$ cat src/rtl/pcl_pkg.sv
`timescale 1ns / 1ps

package pcl_pkg;

    // Table geometry and field widths
    localparam int NUM_SLOTS = 1024;
    localparam int IDX_W     = 10;
    localparam int LBL_W     = 11;
    localparam int CNT_W     = 11;
    localparam int OFF_W     = 8;
    localparam int IMG_W     = 3 * OFF_W;
    localparam int ACT_W     = 3;
    localparam int CMD_W     = 2;

    localparam logic [LBL_W-1:0] NO_LABEL   = '1;
    localparam logic [CNT_W-1:0] SLOT_COUNT = CNT_W'(NUM_SLOTS);

    // Command codes
    localparam logic [CMD_W-1:0] CMD_CLEAR   = 2'd0;
    localparam logic [CMD_W-1:0] CMD_PAIR    = 2'd1;
    localparam logic [CMD_W-1:0] CMD_CLOSE   = 2'd2;
    localparam logic [CMD_W-1:0] CMD_IGNORED = 2'd3;

    // Action codes
    localparam logic [ACT_W-1:0] ACT_NONE   = 3'd0;
    localparam logic [ACT_W-1:0] ACT_NEW    = 3'd1;
    localparam logic [ACT_W-1:0] ACT_JOIN_A = 3'd2;
    localparam logic [ACT_W-1:0] ACT_JOIN_B = 3'd3;
    localparam logic [ACT_W-1:0] ACT_MERGE  = 3'd4;
    localparam logic [ACT_W-1:0] ACT_SINGLE = 3'd5;

    typedef enum logic [2:0] {
        ST_INIT,
        ST_IDLE,
        ST_RDB,
        ST_EVAL,
        ST_WR2,
        ST_SCAN,
        ST_CLEAR,
        ST_DONE
    } state_t;

    // What follows the evaluate step
    typedef enum logic [1:0] {
        EV_DONE,
        EV_WR2,
        EV_SCAN
    } ev_kind_t;

    typedef struct packed {
        logic accept;
        logic init_step;
        logic clear_step;
        logic rd_b;
        logic eval;
        logic wr2;
        logic scan_step;
        logic push;
    } ctl_cmd_t;

    typedef struct packed {
        logic     sweep_done;
        logic     scan_done;
        ev_kind_t ev_kind;
        logic     out_free;
    } dp_status_t;

endpackage

$ cat src/rtl/pcl_ctrl.sv
`timescale 1ns / 1ps

module pcl_ctrl (
    input  logic                    clk,
    input  logic                    rst_n,
    input  logic                    in_valid,
    input  logic [1:0]              in_cmd,
    input  pcl_pkg::dp_status_t     status,
    output logic                    in_ready,
    output pcl_pkg::ctl_cmd_t       cmd
);
    import pcl_pkg::*;

    state_t state_reg;
    state_t state_next;

    // State register
    always_ff @(posedge clk or negedge rst_n)
    begin
        if (!rst_n)
            state_reg <= ST_INIT;
        else
            state_reg <= state_next;
    end

    // Next state
    always_comb
    begin
        state_next = state_reg;
        unique case (state_reg)
            ST_INIT:
            begin
                if (status.sweep_done)
                    state_next = ST_IDLE;
            end
            ST_IDLE:
            begin
                if (in_valid)
                begin
                    unique case (in_cmd)
                        CMD_CLEAR: state_next = ST_CLEAR;
                        CMD_PAIR:  state_next = ST_RDB;
                        CMD_CLOSE: state_next = ST_EVAL;
                        default:   state_next = ST_DONE;
                    endcase
                end
            end
            ST_RDB:
                state_next = ST_EVAL;
            ST_EVAL:
            begin
                unique case (status.ev_kind)
                    EV_WR2:  state_next = ST_WR2;
                    EV_SCAN: state_next = ST_SCAN;
                    default: state_next = ST_DONE;
                endcase
            end
            ST_WR2:
                state_next = ST_DONE;
            ST_SCAN:
            begin
                if (status.scan_done)
                    state_next = ST_DONE;
            end
            ST_CLEAR:
            begin
                if (status.sweep_done)
                    state_next = ST_DONE;
            end
            ST_DONE:
            begin
                if (status.out_free)
                    state_next = ST_IDLE;
            end
            default:
                state_next = ST_INIT;
        endcase
    end

    // Outputs
    always_comb
    begin
        cmd      = '0;
        in_ready = 1'b0;
        unique case (state_reg)
            ST_INIT:  cmd.init_step = 1'b1;
            ST_IDLE:
            begin
                in_ready   = 1'b1;
                cmd.accept = in_valid;
            end
            ST_RDB:   cmd.rd_b = 1'b1;
            ST_EVAL:  cmd.eval = 1'b1;
            ST_WR2:   cmd.wr2 = 1'b1;
            ST_SCAN:  cmd.scan_step = 1'b1;
            ST_CLEAR: cmd.clear_step = 1'b1;
            ST_DONE:  cmd.push = status.out_free;
            default:  cmd = '0;
        endcase
    end

endmodule

$ cat config.mk
export PLATFORM = sky130hd
export DESIGN_NAME = pcl_ctrl
export DESIGN_NICKNAME = d
export VERILOG_FILES = /design/src/rtl/pcl_pkg.sv /design/src/rtl/pcl_ctrl.sv
export SDC_FILE = /design/constraint.sdc
export NUM_CORES = 1
export LEC_CHECK = 0
export ABC_CLOCK_PERIOD_IN_PS = 1100
export BUFFER_PORTS_ARGS = -buffer_cell sky130_fd_sc_hd__buf_2
export CAP_MARGIN = 20
export CORE_AREA = 2 2 39 41
export DETAILED_ROUTE_END_ITERATION = 12
export DIE_AREA = 0 0 41 43
export PLACE_DENSITY_LB_ADDON = 0.2
export SYNTH_ARGS = -nofsm -noshare
export SYNTH_HDL_FRONTEND = slang
export SYNTH_SLANG_ARGS = --single-unit
$ cat constraint.sdc
create_clock -name clk -period 1.1 [get_ports clk]
set_input_delay 0.11 -clock clk [delete_from_list [all_inputs] [get_ports clk]]
set_output_delay 0.11 -clock clk [all_outputs]
set_load 0.05 [all_outputs]
## Word level (Yosys, flattened, before mapping)

Index checks and enable logic that the tools add are counted.

- Word-level logic and storage cells: 37
- Flip-flop bits (word level): 3

- Reduce and logical (&&, ||, !) cells: 3
- Equality and inequality tests: 16
- Muxes and demuxes: 17

Operators with widths:

| cell | count |
|---|---|
| case mux 3 bit (8 select lines) | 1 |
| 2-to-1 mux 3 bit | 5 |
| equality test 3 bit (second input constant) | 4 |
| != test 2 bit (second input constant) | 5 |
| 2-to-1 mux 1 bit | 9 |
| case mux 3 bit (3 select lines) | 1 |
| equality test 3 x 2 -> 1 bit (second input constant) | 2 |
| AND reduction 5 bit | 1 |
| equality test 2 x 1 -> 1 bit (second input constant) | 2 |
| equality test 2 bit (second input constant) | 2 |
| case mux 2 bit (2 select lines) | 1 |
| equality test 3 x 1 -> 1 bit (second input constant) | 1 |
| logical NOT 3 bit | 1 |
| logical NOT 2 bit | 1 |

## Depth between registers and ports, before layout

- Depth after elaboration: 4
- Gate-level depth with buffers: 5
- Gate-level depth less buffers: 5

## Worst setup path before layout

OpenSTA, ideal clock, no wires.

- Path kind: register to register
- From: register state_reg[2]
- To: register state_reg[0]
- Stages on the path, launching flop included: 4
- Setup slack: -1031 ps
- Arrival time: 1929 ps
- Data required time: 897 ps
- Period minus slack after synthesis: 2131 ps
- Path buffers: 1
- Cell sequence: dfrtp_1 buf_2 nor3b_1 a221oi_1

- Cells in the longest elaborated chain, start to end: 3
- Elaborated cells on any way between the ends: 15
- Classes of those cells: eq/ne (12); mux (1); reduce/logical (2)

Ends and longest elaborated chain:

| what | line | text |
|---|---|---|
| start: declaration | pcl_ctrl.sv:14 | `state_t state_reg;` |
| start signal: assignment | pcl_ctrl.sv:23 | `state_reg <= state_next;` |
| equality test 3 bit, or another cell as far along | pcl_ctrl.sv:30 | `unique case (state_reg)` |
| != test 2 bit (no line) | n/a |  |
| AND reduction 5 bit (no line) | n/a |  |

Parallel ways exist; a longest one is shown, timed or not.
A chain may end at the register's enable or synchronous reset.

==> results.cfg <==
[final_layout]
largest_reg_flops = 3
fillers = 141
nets = 90
fin_area_sq_um = 753
postLayoutCoreUtil_pct = 54.4
drive_above_1_share_pct = 76.3
diodes = 0
area_delta_synth_final_pct = 144

[place]
io_buffers = 18
place_congestion = 0.644
dp_hpwl_um = 654
place_area_sq_um = 518

[worst_setup_path]
r2r_slack_ns = -0.18
cp.required_ns = 0.99
endpoint_kind = primary output
start_kind = flop
worst_ep_arrival_time_ns = 1.23
crit_type = reg2out
cp_max_fo = 4

[clock_network]
cts_root_buffer = clkbuf_4
clock-sinks = 3
worstSkewPairLatency_ns = 0.23
h-tree-depth = 1
clk_pin_slew_ns = 0.04
cts_buffers = 3
clockBufferDepth = 2
tritoncts = done

[timing]
fin_ws_ns = -0.243
setup_viol = 11
relSlewSlack_pct = 82.2
tightest_slew_ns = 0.266
finalHoldViolCount = 0
max_freq_mhz = 745
clock_skew_ns = 0.00214
period_needed_ns = 1.34
fin_crit_sh_pct = 122
slew_violations = 0
rsz0062_at_grt = true

[power]
p_comb_share_pct = 79.1
p_clk_share_pct = 9.2
p_leak_nw = 0.354
switching_power_w = 0.000985
intPower_w = 0.00110
irDropWorstVdd_uv = 1260
swShare_pct = 47.3
seq_power_share_pct = 11.7
power.density_nw_per_um2 = 2760

[hold_path]
hold_class = in2async

[status]
status = finished, violations left
violations = setup timing

[yosys]
synth_top_family_by_area = simple AND/OR/NAND/NOR gates
yosys_warnings = 0
synth_ff_type = dfrtp_1
synthAdderAreaFrac_pct = 12.1
syn_area_sq_um = 309
async_flop_share_pct = 100
netlist_instances = 40
synthMuxAreaShare_pct = 0
yosysSeqAreaShare_pct = 24.3
ys_ff_latch = 3
yosys.area_share.xor_xnor_pct = 0
synth-compound-area-share_pct = 19.0
synth-simple-area-share_pct = 33.2
syn_nets = 53
ys_types = 22
avgSynthCellArea_sq_um = 7.73
synth-edff-count = 0

[global_route]
grt_util_all_layers_pct = 12.9
grt_max_degree = 9
grt-ovfl-total = 0
grt_pass1_wl_mm = 1.54
grt_antenna_before_repair = 0
grt_pass1_vias = 399

[detailed_routing]
wl_um = 955
dr.pass1.iters = 4
drt.antenna.violating_nets = 0
detail_route.iter0.violations = 7
avgViaCountPerCell = 4.55
post_drt_wl_per_cell_um = 10.4
vias = 419
drc = 0

[floorplan]
boundaryPins = 19
core-area_sq_um = 1380
rows = 14
initial_core_util_pct = 22.3
dieArea_sq_um = 1760
die_h_um = 43
die_w_um = 41

[flow_run]
maxCapViolations = 0
-- worst max-delay path, stage by stage (launching register included) --
cell	delay, ns
dfrtp_2	0.42
nand2b_4	0.17
nor3b_4	0.23
buf_6	0.19
-- cell usage in the layout, fill, tap and decap left out, types with 3 or more instances in the layout --
| master | netlist | final |
|---|---|---|
| buf_2 | 1 | 9 |
| buf_4 | 1 | 12 |
| buf_6 | 1 | 8 |
| buf_8 | 0 | 5 |
| clkbuf_4 | 0 | 3 |
| dfrtp_2 | 0 | 3 |
| ha_1 | 3 | 3 |
| nor2_4 | 0 | 4 |
-- metrics by stage --
step | hold slack [ns] | setup TNS (ns) | total power [W] | setup slack [ns] | std cells
floorplan | -0.186 | -1.64 | 0.00106 | -0.268 | 40
global placement | -0.0922 | -0.669 | 0.00133 | -0.0932 | 80
detailed placement | -0.0922 | -0.787 | 0.00133 | -0.116 | 80
CTS | 0.199 | -1.92 | 0.00179 | -0.232 | 88
global route | 0.215 | -2.50 | 0.00221 | -0.285 | 92
finish | 0.204 | -1.98 | 0.00208 | -0.243 | 92
-- power groups by stage --
stage	clock network, W	registers [W]	logic [W]
after floorplan	0	0.000205	0.000856
after global placement	0	0.000232	0.00110
after detailed placement	0	0.000234	0.00110
after CTS	0.000198	0.000223	0.00137
after global routing	0.000207	0.000251	0.00175
final	0.000192	0.000243	0.00165
-- path summary, 6_finish.rpt --
kind / depth (start not counted) / from / to
worst max-delay path: 3 / state_reg[1] / cmd[7]
min in group clk: 3 / status[4] / state_reg[0]
max in group asynchronous: 2 / rst_n / state_reg[2]
worst min register to register: 2 / state_reg[1] / state_reg[1]
worst min-delay path: 2 / rst_n / state_reg[1]
worst max register to register: 4 / state_reg[1] / state_reg[0]
-- synth_stat cells (2+ instances only) --
cell | number | area share, %
nand2b_1 | 2 | 4.0
inv_1 | 3 | 3.6
a21oi_1 | 2 | 3.2
nor3b_1 | 2 | 4.9
dfrtp_1 | 3 | 24
o21ai_0 | 3 | 4.9
nand2_1 | 2 | 2.4
nor2_1 | 6 | 7.3
ha_1 | 3 | 12
nor3_1 | 2 | 3.2
-- cells by family after synthesis --
group | Yosys count
simple gates | 19
compound gates | 9
buf+inv | 6
fa+ha+maj | 3
flops | 3
-- metal layers --
metal | part of all wire [%] | global-route usage [%] | routed length [um] | vias to the layer above
met5 | 0 | 0 | 0 | -
met2 | 58 | 18.8 | 550 | 14
met3 | 4.2 | 3.66 | 40 | 0
met1 | 38 | 15.9 | 364 | 191
li1 | - | - | - | 214
met4 | 0 | 8.00 | 0 | 0
-- what timing repair did --
item                                   4_1_cts  5_1_grt
buffers inserted                             3        4
hold buffers                                 1        0
pin swaps                                    1        5
setup endpoints to repair                   12       12
gates resized for setup                     24       20
endpoints found under the hold margin        3        0
-- layout make-up --
type,instances,area (sq um),area share [%]
repair buffers,35,310,41.2
multi-input cells,31,307,40.7
flip-flops and latches,3,78.8,10.5
clock buffers,4,26.3,3.49
well taps,16,20.0,2.66
inverters,3,11.3,1.50
Power figures use the tool's default switching activity.
